[src/hdl/bscc_pkg.sv]
package bscc_pkg;

  // Map geometry.
  localparam int MAP_WORDS = 128;
  localparam int WORD_BITS = 32;
  localparam int ADDR_W    = (MAP_WORDS > 1) ? $clog2(MAP_WORDS) : 1;
  localparam int CNT_W     = $clog2(MAP_WORDS + 1);
  localparam int BIT_SEL_W = $clog2(WORD_BITS);

  // Field widths.
  localparam int OP_W   = 3;
  localparam int IDX_W  = 12;
  localparam int ONES_W = 13;
  localparam int POP_W  = $clog2(WORD_BITS + 1);

  localparam logic [IDX_W-1:0] MAP_BITS_RST = 12'd4063;
  localparam logic [3:0]       NIBBLE_MASK  = 4'hf;

  typedef enum logic [OP_W-1:0] {
    OP_SET     = 3'd0,
    OP_CLR     = 3'd1,
    OP_TEST    = 3'd2,
    OP_COUNT   = 3'd3,
    OP_CLR_ALL = 3'd4
  } op_t;

  typedef enum logic [1:0] {
    ST_IDLE,
    ST_EXEC,
    ST_COUNT
  } state_t;

  typedef struct packed {
    logic [OP_W-1:0]  opcode;
    logic [IDX_W-1:0] bit_index;
  } bscc_in_t;

  typedef struct packed {
    logic               found;
    logic signed [31:0] set_count;
    logic [ONES_W-1:0]  ones;
    logic               status;
  } bscc_out_t;

  // Controls for the ones accumulator.
  typedef struct packed {
    logic clr;
    logic add;
  } acc_ctl_t;

  // Ones in one nibble.
  function automatic logic [2:0] nibble_ones(input logic [3:0] n);
    logic [2:0] c;
    case (n)
      4'h0: c = 3'd0;
      4'h1, 4'h2, 4'h4, 4'h8: c = 3'd1;
      4'h3, 4'h5, 4'h6, 4'h9, 4'ha, 4'hc: c = 3'd2;
      4'h7, 4'hb, 4'hd, 4'he: c = 3'd3;
      4'hf: c = 3'd4;
      default: c = 3'd0;
    endcase
    return c;
  endfunction

  // Ones in one map word, summed nibble by nibble.
  function automatic logic [POP_W-1:0] word_ones(input logic [WORD_BITS-1:0] w);
    logic [POP_W-1:0] c;
    c = '0;
    for (int k = 0; k < WORD_BITS / 4; k++) begin
      c = c + POP_W'(nibble_ones(w[4*k +: 4] & NIBBLE_MASK));
    end
    return c;
  endfunction

  // Words in use for a capacity setting, limited to the map size.
  function automatic logic [CNT_W-1:0] words_in_use(input logic [IDX_W-1:0] mb);
    int n;
    n = int'(mb[IDX_W-1:BIT_SEL_W]) + 1;
    if (n > MAP_WORDS) begin
      n = MAP_WORDS;
    end
    return CNT_W'(n);
  endfunction

endpackage

[src/hdl/bscc_ram.sv]
module bscc_ram #(
  parameter int DEPTH = 128,
  parameter int WIDTH = 32,
  localparam int AW = (DEPTH > 1) ? $clog2(DEPTH) : 1
) (
  input  logic             clk,
  input  logic             we,
  input  logic [AW-1:0]    waddr,
  input  logic [WIDTH-1:0] wdata,
  input  logic [AW-1:0]    raddr,
  output logic [WIDTH-1:0] rdata
);

  logic [WIDTH-1:0] mem [DEPTH];

  // Single write port, registered read port.
  always_ff @(posedge clk) begin
    if (we) begin
      mem[waddr] <= wdata;
    end
  end

  always_ff @(posedge clk) begin
    rdata <= mem[raddr];
  end

endmodule

[src/hdl/bscc_popacc.sv]
module bscc_popacc import bscc_pkg::*; (
  input  logic                 clk,
  input  logic                 rst_n,
  input  acc_ctl_t             ctl,
  input  logic [WORD_BITS-1:0] word,
  output logic [ONES_W-1:0]    sum
);

  logic [ONES_W-1:0] acc_r;

  // Running total plus the ones of the current input word.
  assign sum = acc_r + ONES_W'(word_ones(word));

  always_ff @(posedge clk) begin
    if (!rst_n) begin
      acc_r <= '0;
    end else if (ctl.clr) begin
      acc_r <= '0;
    end else if (ctl.add) begin
      acc_r <= sum;
    end
  end

endmodule

[src/hdl/bitmap_set_clear_test_count_unit.sv]
// Bit map of MAP_WORDS 32-bit words with set, clear, test, count and clear-all.
//
// Input channel: an item (opcode, bit_index) is taken on a clock edge where
// start is high and busy is low. Each item gives exactly one result item on
// out_item, marked by out_valid for one cycle; the receiver cannot stall it.
// Configuration: cfg_we writes cfg_wdata into the capacity register; write it
// only while the block is idle. The map contents are kept across such writes.
//
// Set and clear read the word from the map memory, then modify it and write it
// back; test only reads it, and clear-all resets the valid bits. The result
// shows in the cycle after the execute state; the next item can be taken in
// that same cycle. Count walks the words in use through the memory read port,
// one word per cycle, and shows its result once the last word has been added.
//
// Reset clears a per-word valid bit; an invalid word reads as zero, so there
// is no clearing pass. Clear-all uses the same valid bits and also zeroes the
// sets-minus-clears counter. After reset the capacity is 4063.
module bitmap_set_clear_test_count_unit import bscc_pkg::*; (
  input  logic             clk,
  input  logic             rst_n,
  input  logic             start,
  output logic             busy,
  input  bscc_in_t         in_item,
  output logic             out_valid,
  output bscc_out_t        out_item,
  input  logic             cfg_we,
  input  logic [IDX_W-1:0] cfg_wdata
);

  state_t                 state_r, state_nxt;
  logic [OP_W-1:0]        op_r;
  logic [IDX_W-1:0]       idx_r;
  logic [IDX_W-1:0]       map_bits_r;
  logic [31:0]            cnt_r, cnt_nxt;
  logic [MAP_WORDS-1:0]   valid_r;
  logic                   vld_q_r;
  logic [CNT_W-1:0]       cnt_addr_r, cnt_addr_nxt;
  logic                   out_valid_r, out_valid_nxt;
  bscc_out_t              out_item_r, res_nxt;

  logic                   accept;
  logic [CNT_W-1:0]       used;
  logic                   in_range;
  logic                   clear_all;
  logic [WORD_BITS-1:0]   mask;
  logic [WORD_BITS-1:0]   rd_word;
  logic                   ram_we;
  logic [ADDR_W-1:0]      ram_waddr, ram_raddr;
  logic [WORD_BITS-1:0]   ram_wdata, ram_rdata;
  acc_ctl_t               acc_ctl;
  logic [ONES_W-1:0]      acc_sum;

  assign accept    = start && !busy;
  assign busy      = (state_r != ST_IDLE);
  assign used      = words_in_use(map_bits_r);
  assign in_range  = int'(idx_r[IDX_W-1:BIT_SEL_W]) < int'(used);
  assign mask      = WORD_BITS'(1) << idx_r[BIT_SEL_W-1:0];
  assign rd_word   = vld_q_r ? ram_rdata : '0;
  assign ram_waddr = ADDR_W'(idx_r[IDX_W-1:BIT_SEL_W]);
  assign out_valid = out_valid_r;
  assign out_item  = out_item_r;

  // Map memory.
  bscc_ram #(
    .DEPTH(MAP_WORDS),
    .WIDTH(WORD_BITS)
  ) u_ram (
    .clk  (clk),
    .we   (ram_we),
    .waddr(ram_waddr),
    .wdata(ram_wdata),
    .raddr(ram_raddr),
    .rdata(ram_rdata)
  );

  // Ones accumulator for the count walk.
  bscc_popacc u_popacc (
    .clk  (clk),
    .rst_n(rst_n),
    .ctl  (acc_ctl),
    .word (rd_word),
    .sum  (acc_sum)
  );

  // Next state.
  always_comb begin
    state_nxt = state_r;
    case (state_r)
      ST_IDLE: begin
        if (accept) begin
          state_nxt = (in_item.opcode == OP_COUNT) ? ST_COUNT : ST_EXEC;
        end
      end
      ST_EXEC: state_nxt = ST_IDLE;
      ST_COUNT: begin
        if (cnt_addr_r == used) begin
          state_nxt = ST_IDLE;
        end
      end
      default: state_nxt = ST_IDLE;
    endcase
  end

  // Memory control, write-back data and result.
  always_comb begin
    ram_raddr     = ADDR_W'(in_item.bit_index[IDX_W-1:BIT_SEL_W]);
    ram_we        = 1'b0;
    ram_wdata     = rd_word | mask;
    cnt_nxt       = cnt_r;
    cnt_addr_nxt  = cnt_addr_r;
    clear_all     = 1'b0;
    acc_ctl       = '0;
    out_valid_nxt = 1'b0;
    res_nxt       = '0;
    case (state_r)
      ST_IDLE: begin
        if (accept && in_item.opcode == OP_COUNT) begin
          ram_raddr    = '0;
          acc_ctl.clr  = 1'b1;
          cnt_addr_nxt = CNT_W'(1);
        end
      end
      ST_EXEC: begin
        out_valid_nxt = 1'b1;
        case (op_r)
          OP_SET: begin
            if (in_range) begin
              ram_we    = 1'b1;
              ram_wdata = rd_word | mask;
              cnt_nxt   = cnt_r + 32'd1;
            end else begin
              res_nxt.status = 1'b1;
            end
          end
          OP_CLR: begin
            if (in_range) begin
              ram_we    = 1'b1;
              ram_wdata = rd_word & ~mask;
              cnt_nxt   = cnt_r - 32'd1;
            end else begin
              res_nxt.status = 1'b1;
            end
          end
          OP_TEST: begin
            if (in_range) begin
              res_nxt.found = |(rd_word & mask);
            end else begin
              res_nxt.status = 1'b1;
            end
          end
          OP_CLR_ALL: begin
            clear_all = 1'b1;
            cnt_nxt   = '0;
          end
          default: ;
        endcase
      end
      ST_COUNT: begin
        // The word read last cycle is added; the next one is read if any remain.
        ram_raddr   = cnt_addr_r[ADDR_W-1:0];
        acc_ctl.add = 1'b1;
        if (cnt_addr_r == used) begin
          out_valid_nxt = 1'b1;
          res_nxt.ones  = acc_sum;
        end else begin
          cnt_addr_nxt = cnt_addr_r + CNT_W'(1);
        end
      end
      default: ;
    endcase
    res_nxt.set_count = cnt_nxt;
  end

  // Control registers.
  always_ff @(posedge clk) begin
    if (!rst_n) begin
      state_r     <= ST_IDLE;
      cnt_r       <= '0;
      valid_r     <= '0;
      map_bits_r  <= MAP_BITS_RST;
      out_valid_r <= 1'b0;
      cnt_addr_r  <= '0;
    end else begin
      state_r     <= state_nxt;
      cnt_r       <= cnt_nxt;
      out_valid_r <= out_valid_nxt;
      cnt_addr_r  <= cnt_addr_nxt;
      if (cfg_we) begin
        map_bits_r <= cfg_wdata;
      end
      if (clear_all) begin
        valid_r <= '0;
      end else if (ram_we) begin
        valid_r[ram_waddr] <= 1'b1;
      end
    end
  end

  // Payload registers. The valid bit is registered alongside the memory read data.
  always_ff @(posedge clk) begin
    vld_q_r    <= valid_r[ram_raddr];
    out_item_r <= res_nxt;
    if (accept) begin
      op_r  <= in_item.opcode;
      idx_r <= in_item.bit_index;
    end
  end

  // An accepted item always makes the block busy in the next cycle.
  assert property (@(posedge clk) disable iff (!rst_n)
    accept |=> busy)
    else $error("block not busy after accepting an item");

  // A result only follows a cycle of real work.
  assert property (@(posedge clk) disable iff (!rst_n)
    out_valid |-> $past(state_r != ST_IDLE))
    else $error("result without a preceding execute or count cycle");

  // An out-of-range request leaves the counter untouched.
  assert property (@(posedge clk) disable iff (!rst_n)
    (out_valid && out_item.status) |-> $stable(cnt_r))
    else $error("counter changed on an out-of-range request");

  // The count walk never runs past the words in use.
  assert property (@(posedge clk) disable iff (!rst_n)
    (state_r == ST_COUNT) |-> (cnt_addr_r <= used))
    else $error("count walk past the words in use");

  // A nonzero ones value only comes from a count.
  assert property (@(posedge clk) disable iff (!rst_n)
    (out_valid && out_item.ones != '0) |-> $past(state_r == ST_COUNT))
    else $error("ones reported outside a count");

endmodule
[config.mk]
export PLATFORM = sky130hd
export DESIGN_NAME = bitmap_set_clear_test_count_unit
export DESIGN_NICKNAME = d
export VERILOG_FILES = /design/src/hdl/bscc_pkg.sv /design/src/hdl/bscc_ram.sv /design/src/hdl/bscc_popacc.sv /design/src/hdl/bitmap_set_clear_test_count_unit.sv
export SDC_FILE = /design/constraint.sdc
export NUM_CORES = 2
export LEC_CHECK = 0
export BUFFER_PORTS_ARGS = -buffer_cell sky130_fd_sc_hd__buf_2
export CAP_MARGIN = 5
export CORE_MARGIN = 2
export CORE_UTILIZATION = 30
export DETAILED_ROUTE_END_ITERATION = 12
export GPL_TIMING_DRIVEN = 1
export PLACE_DENSITY_LB_ADDON = 0.05
export SYNTH_ARGS = -nofsm -noshare
export SYNTH_HDL_FRONTEND = slang
export SYNTH_MEMORY_MAX_BITS = 65536
export SYNTH_SLANG_ARGS = --single-unit
[constraint.sdc]
create_clock -name clk -period 13.3 [get_ports clk]
set_input_delay 1.33 -clock clk [delete_from_list [all_inputs] [get_ports clk]]
set_output_delay 1.33 -clock clk [all_outputs]
set_load 0.1 [all_outputs]
# After elaboration in Yosys (flattened, before gate mapping)
# Memories as Yosys holds them, arrays and structs flattened. A register that Yosys moved wholly into a read port is not among the register bits.
# Index checks and enable logic that the tools add are counted.
[word_totals]
ff_bits = 259
ram_bits = 4096
mem_bits_ro = 384
output_inout_bits = 49
mem_count = 9
[op_classes]
n_addsub = 12
n_lt_le_gt_ge = 5
n_eq_ne = 11
n_shift = 1
muxes = 35
n_bitwise = 6
n_reduce_logical = 18
[mem_list]
columns = ["memory", "words", "word_bits", "read_ports", "rd_clocked_by_memory_dff", "write_ports", "line", "source"]
rows = [
  ["u_ram.mem", 128, 32, 1, 1, 1, "bscc_ram.sv:14", "logic [WIDTH-1:0] mem [DEPTH];"],
  ["(no name shown)", 16, 3, 1, 0, 0, "bscc_pkg.sv:54", "case (n)"],
  ["(no name shown)", 16, 3, 1, 0, 0, "bscc_pkg.sv:54", ""],
  ["(no name shown)", 16, 3, 1, 0, 0, "bscc_pkg.sv:54", ""],
  ["(no name shown)", 16, 3, 1, 0, 0, "bscc_pkg.sv:54", ""],
  ["(no name shown)", 16, 3, 1, 0, 0, "bscc_pkg.sv:54", ""],
  ["3 more memories", "n/a", "n/a", "n/a", "n/a", "n/a", "n/a", ""],
]
[op_table]
columns = ["op", "count"]
rows = [
  ["32-bit 2-to-1 mux", 7],
  ["128-bit OR", 1],
  ["32-bit one-hot mux with 3 select lines", 1],
  ["32-bit AND", 2],
  ["6-bit by 3-bit adder with 6-bit output", 6],
  ["32-bit by 1-bit adder with 32-bit output, second input constant", 1],
  ["32-bit NOT", 1],
  ["32-bit OR", 1],
  ["32-bit OR reduction", 1],
  ["1-bit by 5-bit left shift with 32-bit output, first input constant", 1],
  ["32-bit by 1-bit subtractor with 32-bit output, second input constant", 1],
  ["8-bit 2-to-1 mux", 3],
  ["7-bit by 8-bit < comparator with 1-bit output, second input constant", 2],
  ["8-bit one-hot mux with 2 select lines", 1],
  ["1-bit 2-to-1 mux", 14],
  ["7-bit one-hot mux with 2 select lines", 1],
  ["13-bit by 6-bit adder with 13-bit output", 1],
  ["7-bit by 1-bit adder with 8-bit output, second input constant", 1],
  ["8-bit by 1-bit adder with 8-bit output, second input constant", 1],
  ["8-bit == test", 1],
  ["8-bit greater-than comparator, second input constant", 1],
  ["7-bit by 8-bit < comparator with 1-bit output", 1],
  ["2-bit inequality test, second input constant", 4],
  ["1-bit binary-select mux with 7-bit select", 1],
  ["22 further kinds", 33],
]

# Longest topological paths before layout
# An unclocked memory read counts as a cell.
[logic_depth]
depth_word = 10
depth_mapped = 29
mapped_depth_nobuf = 27

# By module
# A second synthesis with hierarchy kept.
[hier_totals]
hier_cells = 7807
hier_area_um2 = 170798.8
[modules_own_cells]
columns = ["mod", "n_inst", "cells_per_inst", "area_each_um2", "seq_area_each_um2"]
rows = [
  ["bscc_ram", 1, 5990, 156276.1, 123638.6],
  ["bitmap_set_clear_test_count_unit", 1, 1535, 12056.6, 4974.8],
  ["bscc_popacc", 1, 282, 2466.1, 260.2],
]

# Worst setup path after synthesis
# No wires, ideal clock.
[synth_timing]
path_kind = "register to register"
start = "reg map_bits_r[5]"
end = "mem u_ram.mem[0][11] (data pin)"
setup_ns = 1.228
arrival_ns = 7.693
t_required_ns = 12.072
setup_slack_ns = 4.379
stages_incl_launch_ff = 14
period_less_slack_ns = 8.921
path_cell_list = "dfxtp_1 > ha_1 > nand2_1 > a41o_1 > ha_1 > o21a_1 > o21a_1 > o21ai_0 > a21oi_1 > o21a_1 > clkbuf_1 > nor3_1 > clkbuf_1 > o31ai_1"
[synth_between]
elab_chain_cells = 7
[synth_rtl]
columns = ["element", "line", "source"]
rows = [
  ["start: declaration", "bitmap_set_clear_test_count_unit.sv:33", "logic [IDX_W-1:0] map_bits_r;"],
  ["start signal: assignment", "bitmap_set_clear_test_count_unit.sv:189", "map_bits_r <= cfg_wdata;"],
  ["7-bit by 1-bit adder with 8-bit output *", "bscc_pkg.sv:78", "n = int'(mb[IDX_W-1:BIT_SEL_W]) + 1;"],
  ["8-bit greater-than comparator", "bscc_pkg.sv:79", "if (n > MAP_WORDS) begin"],
  ["8-bit 2-to-1 mux *", "bscc_pkg.sv:79", ""],
  ["7-bit by 8-bit < comparator with 1-bit output *", "bitmap_set_clear_test_count_unit.sv:56", "assign in_range = int'(idx_r[IDX_W-1:BIT_SEL_W]) < int'(used);"],
  ["32-bit 2-to-1 mux *", "bitmap_set_clear_test_count_unit.sv:136", "if (in_range) begin"],
  ["32-bit 2-to-1 mux *", "n/a", ""],
  ["32-bit 2-to-1 mux *", "bitmap_set_clear_test_count_unit.sv:115", "case (state_r)"],
  ["via ram_wdata[11]", "bitmap_set_clear_test_count_unit.sv:49", "logic [WORD_BITS-1:0] ram_wdata, ram_rdata;"],
  ["end: declaration", "bscc_ram.sv:14", ""],
]
# The timed path passes the listed nets; every way through them passes the cells marked *.

# Final worst setup path
[layout_timing]
start = "reg vld_q_r"
end = "reg out_item_r (netlist bit out_item[13])"
[layout_between]
elab_chain_cells = 10
word_cells_on_any_way = 17
classes_between = "add/sub: 8; mux: 1; memory: 8"
[layout_rtl]
columns = ["element", "line", "source"]
rows = [
  ["start: declaration", "bitmap_set_clear_test_count_unit.sv:36", "logic vld_q_r;"],
  ["start signal: assignment", "bitmap_set_clear_test_count_unit.sv:201", "vld_q_r <= valid_r[ram_raddr];"],
  ["32-bit 2-to-1 mux *", "bitmap_set_clear_test_count_unit.sv:58", "assign rd_word = vld_q_r ? ram_rdata : '0;"],
  ["memory 16 x 3 bit", "n/a", ""],
  ["3-bit by 3-bit adder with 4-bit output", "bscc_pkg.sv:70", "c = c + POP_W'(nibble_ones(w[4*k +: 4] & NIBBLE_MASK));"],
  ["6-bit by 3-bit adder with 6-bit output (5 in a row)", "bscc_pkg.sv:70", ""],
  ["6-bit by 3-bit adder with 6-bit output *", "bscc_pkg.sv:70", ""],
  ["13-bit by 6-bit adder with 13-bit output *", "bscc_popacc.sv:12", "assign sum = acc_r + ONES_W'(word_ones(word));"],
  ["end signal: assignment", "bitmap_set_clear_test_count_unit.sv:202", "out_item_r <= res_nxt;"],
  ["end: declaration", "bitmap_set_clear_test_count_unit.sv:39", "bscc_out_t out_item_r, res_nxt;"],
]
# Every way passes the cells marked *; elsewhere a longest branch is shown, timed or not.
# A chain may end at the register's enable or synchronous reset.

==> results by group <==
Clocking
  • Bufs on Longest Clock Path: 4
  • H-tree depth: 6
  • CTS Sinks: around 4,400
  • Clock insertion delay at the later pin of the skew report: about 1100 ps
  • Clock buffer count from CTS: 526
  • TritonCTS clock tree: built
  • CTS clock-pin slew for the worst setup and hold paths: about 60 ps
  • Post-CTS Setup Bufs: 0
  • Cts hold-fix bufs: 0
  • Post-CTS sizing: 0
  • Root Driver: clkbuf_16

STA
  • Rel. slew slack: 0.00265
  • Setup tns final: 0 ps
  • Worst Tran Pin Value: between 1000 and 1500 ps
  • RSZ-0062 raised after global routing: false
  • Final hold vios: 0
  • Final Max Slew Viols: 0
  • Final Setup Violations: 0
  • Fin Clk Skew: between 80 and 90 ps
  • Final WS setup: 5620 ps
  • Final cycle utilization of the critical path: 0.578
  • Post-route minimum period: between 7000 and 8000 ps
  • FMAX: between 100 and 150 MHz

Synthesis
  • Top_reg_cell synth: edfxtp_1
  • Post-Syn Nets: between 10,000 and 15,000
  • Seq cells post-synth: approximately 4,400
  • Share of the synthesized area in the top cell type: 0.705
  • Synth Instances: 12,200
  • Most frequent cells after synthesis: 4,111 x edfxtp_1, 2,552 x nand2_1, 960 x nand3_1
  • Synth area leaders: edfxtp_1 71%, nand2_1 5.5%, mux2i_1 4.0%
  • Yosys warns: 0
  • Avg Cell Area, Syn: 14.4 µm²
  • FFs w/ async S/R, synth: 0
  • Post-Syn Area: between 150,000 and 200,000 µm²
  • Most common cell in the netlist: edfxtp_1
  • Sequential area share after synthesis: 0.736
  • Distinct cells, synth: 97
  • EDFF count, synth: just over 4,000
  • Synth area leader: edfxtp_1

Final layout
  • Area delta synth->final: 16.2%
  • Fin cells: a little over 20,000
  • Register Area: between 100,000 and 150,000 µm²
  • Area of the multi-input gates: approximately 44,000 µm²
  • Layout cells sized above 1: 0.129
  • # fillers: ~56,000
  • Final net count: ~13,000

Power
  • Net Sw Power: between 10,000 and 15,000 µW
  • Max VDD drop: between 0.0007 and 0.0008 V
  • Clk pwr share: 0.373
  • Pwr dens: between 150 and 200 nW/µm²
  • Leak: slightly below 0.07 µW
  • Switching portion of total power: 0.309
  • Int Pwr: between 20,000 and 30,000 µW
  • Gate power share: 0.187
  • Sequential power share: 0.440

GRT
  • Antenna violations before repair: between 80 and 90
  • Largest net degree at the start of global routing: between 100 and 150
  • Vias in the first global route: approximately 110k
  • First-pass GRT wire length: around 970,000 µm
  • Residual overflow from global routing: 0
  • Overall routing resource usage: 0.237

Floorplan
  • I/O pins: 80
  • Die Y: roughly 770 µm
  • Initial Util: 0.301
  • Die ar.: roughly 600,000 µm²
  • Core Region: between 500,000 and 600,000 µm²
  • Die width: 768 µm
  • Site Rows: 280

Place
  • Worst slack, placed: roughly 5400 ps
  • IO buf count: 74
  • Routability cong.: around 0.85
  • HPWL after detailed placement: around 410,000 µm
  • Placed Cells: roughly 20,000

Critical path
  • Most common cell on crit path: fa_1
  • Critical path endpoint category: register
  • WP data required: around 14,000 ps
  • Critical path, cell by cell: buf_4 -> nand2_1 -> ha_1 -> nand2_1 -> o21ai_0 -> ha_1 -> fa_1 -> xor2_1 -> fa_1 -> inv_1 -> fa_1 -> inv_1 -> fa_1 -> fa_1 -> fa_1 -> xor2_1 -> ha_1 -> a21oi_1 -> o21bai_1 -> a21oi_1 -> nor2b_1 -> nand3_1 -> xor2_1 -> nor2_1
  • WS Path Type: register to register
  • Critical Path AT: between 8000 and 9000 ps
  • Buf/Inv on CP: 3
  • Slowest cell on crit path: xor2_1
  • CP max stage delay: roughly 910 ps
  • Largest delay contributor family on the critical path: adder cells
  • Worst Path Max Fanout: between 60 and 70
  • Worst Setup Start Kind: register

Drt
  • Iteration-0 DRC Markers: between 10,000 and 15,000
  • Post-DRT Antenna Nets: 0
  • First-pass DRT Iterations: 9
  • Vias per cell: about 5.4
  • DR vias: ~110k
  • Drt wl/cell: around 35 µm
  • WL final: 721,000 µm
  • Remaining DRCs: 0

Min path
  • Min-Delay Path Class: register to register

Job
  • Max-Cap Viols: 1

Run status
  • Failing checks: max-capacitance violations
  • Outcome: finished, violations left
==> sequential cells by signal, indices dropped and copies added, names as in the netlist <==
name,cells
cnt_addr_r,8
cnt_r,32
idx_r,12
map_bits_r,7
op_r,3
out_item,47
out_valid,1
state_r,2
u_popacc.acc_r,13
u_ram.mem,4096
u_ram.rdata,32
valid_r,128
vld_q_r,1
==> placed cells by master (no fill, tap or decap), drive strengths merged, types with 130 or more instances in the layout <==
master	count
a21oi	297
a31oi	212
a32oi	238
buf	594
clkbuf	688
clkinv	178
dfxtp	271
edfxtp	4111
mux2i	707
nand2	2554
nand3	960
nor2	148
nor4	154
o21a	130
o21ai	188
o22ai	168
==> area by class of cell <==
| cell class | count | area share |
|---|---|---|
| repair buffers | 596 | 0.0226 |
| multi-input cells | 6903 | 0.215 |
| flip-flops and latches | 4382 | 0.634 |
| inverters | 54 | 0.000997 |
| clock inverters | 237 | 0.0108 |
| well taps | 7755 | 0.0477 |
| diodes | 33 | 0.000406 |
| clock buffers | 686 | 0.0691 |
==> metrics by stage <==
stage	utilization	hold WS [ps]	instance area, µm²	power (µW)
floorplan	-	420	175000	20000
global placement	0.322	441	187000	23500
detailed placement	0.322	445	187000	23600
CTS	0.350	375	203000	37400
global route	0.350	435	203000	38200
finish	0.350	453	203000	37000
==> worst paths after layout <==
path,slack [ps],to,depth (start not counted),from
worst max-delay path,5620,out_item[13]$_SDFF_PN0_,24,vld_q_r$_DFF_P_
worst min-delay path,450,valid_r[72]$_SDFFE_PP0P_,2,valid_r[72]$_SDFFE_PP0P_
worst max register to register,5620,out_item[13]$_SDFF_PN0_,24,vld_q_r$_DFF_P_
worst min register to register,450,valid_r[72]$_SDFFE_PP0P_,2,valid_r[72]$_SDFFE_PP0P_
==> power groups by stage <==
| stage | Clock, µW | Combinational [µW] | Sequential, µW |
|---|---|---|---|
| detailed placement | 0 | 7020 | 16500 |
| finish | 13800 | 6930 | 16300 |
| global route | 14600 | 7310 | 16300 |
| floorplan | 0 | 3170 | 16800 |
| CTS | 14100 | 7040 | 16300 |
| global placement | 0 | 6960 | 16500 |
==> metal layers <==
layer	share of wire	track usage	vias up
met3	0.055	0.0319	887
met5	0.000018	0	-
met1	0.45	0.332	59800
met4	0.032	0.0681	2
met2	0.47	0.387	3641
li1	-	-	47400
==> logic make-up (layout without fill, tap and decap cells) <==
family                     Yosys count  after routing  share of synthesized area
AOI/OAI and AO/OA                 1760           1760                     0.0714
xor gates and xnor gates            56             56                    0.00288
adders and majority gates           67             67                    0.00543
buffers and inverters              878           1573                     0.0238
DFF                               4382           4382                      0.736
muxes                              823            823                     0.0552
other                                0             33                          0
and+or+nand+nor                   4197           4197                      0.105
==> worst min-delay path: stages (launching register included) <==
cell and delay, ps:
dfxtp_1 320, nand2_1 40, o21ai_0 50
(Power assumes the default switching activity.)
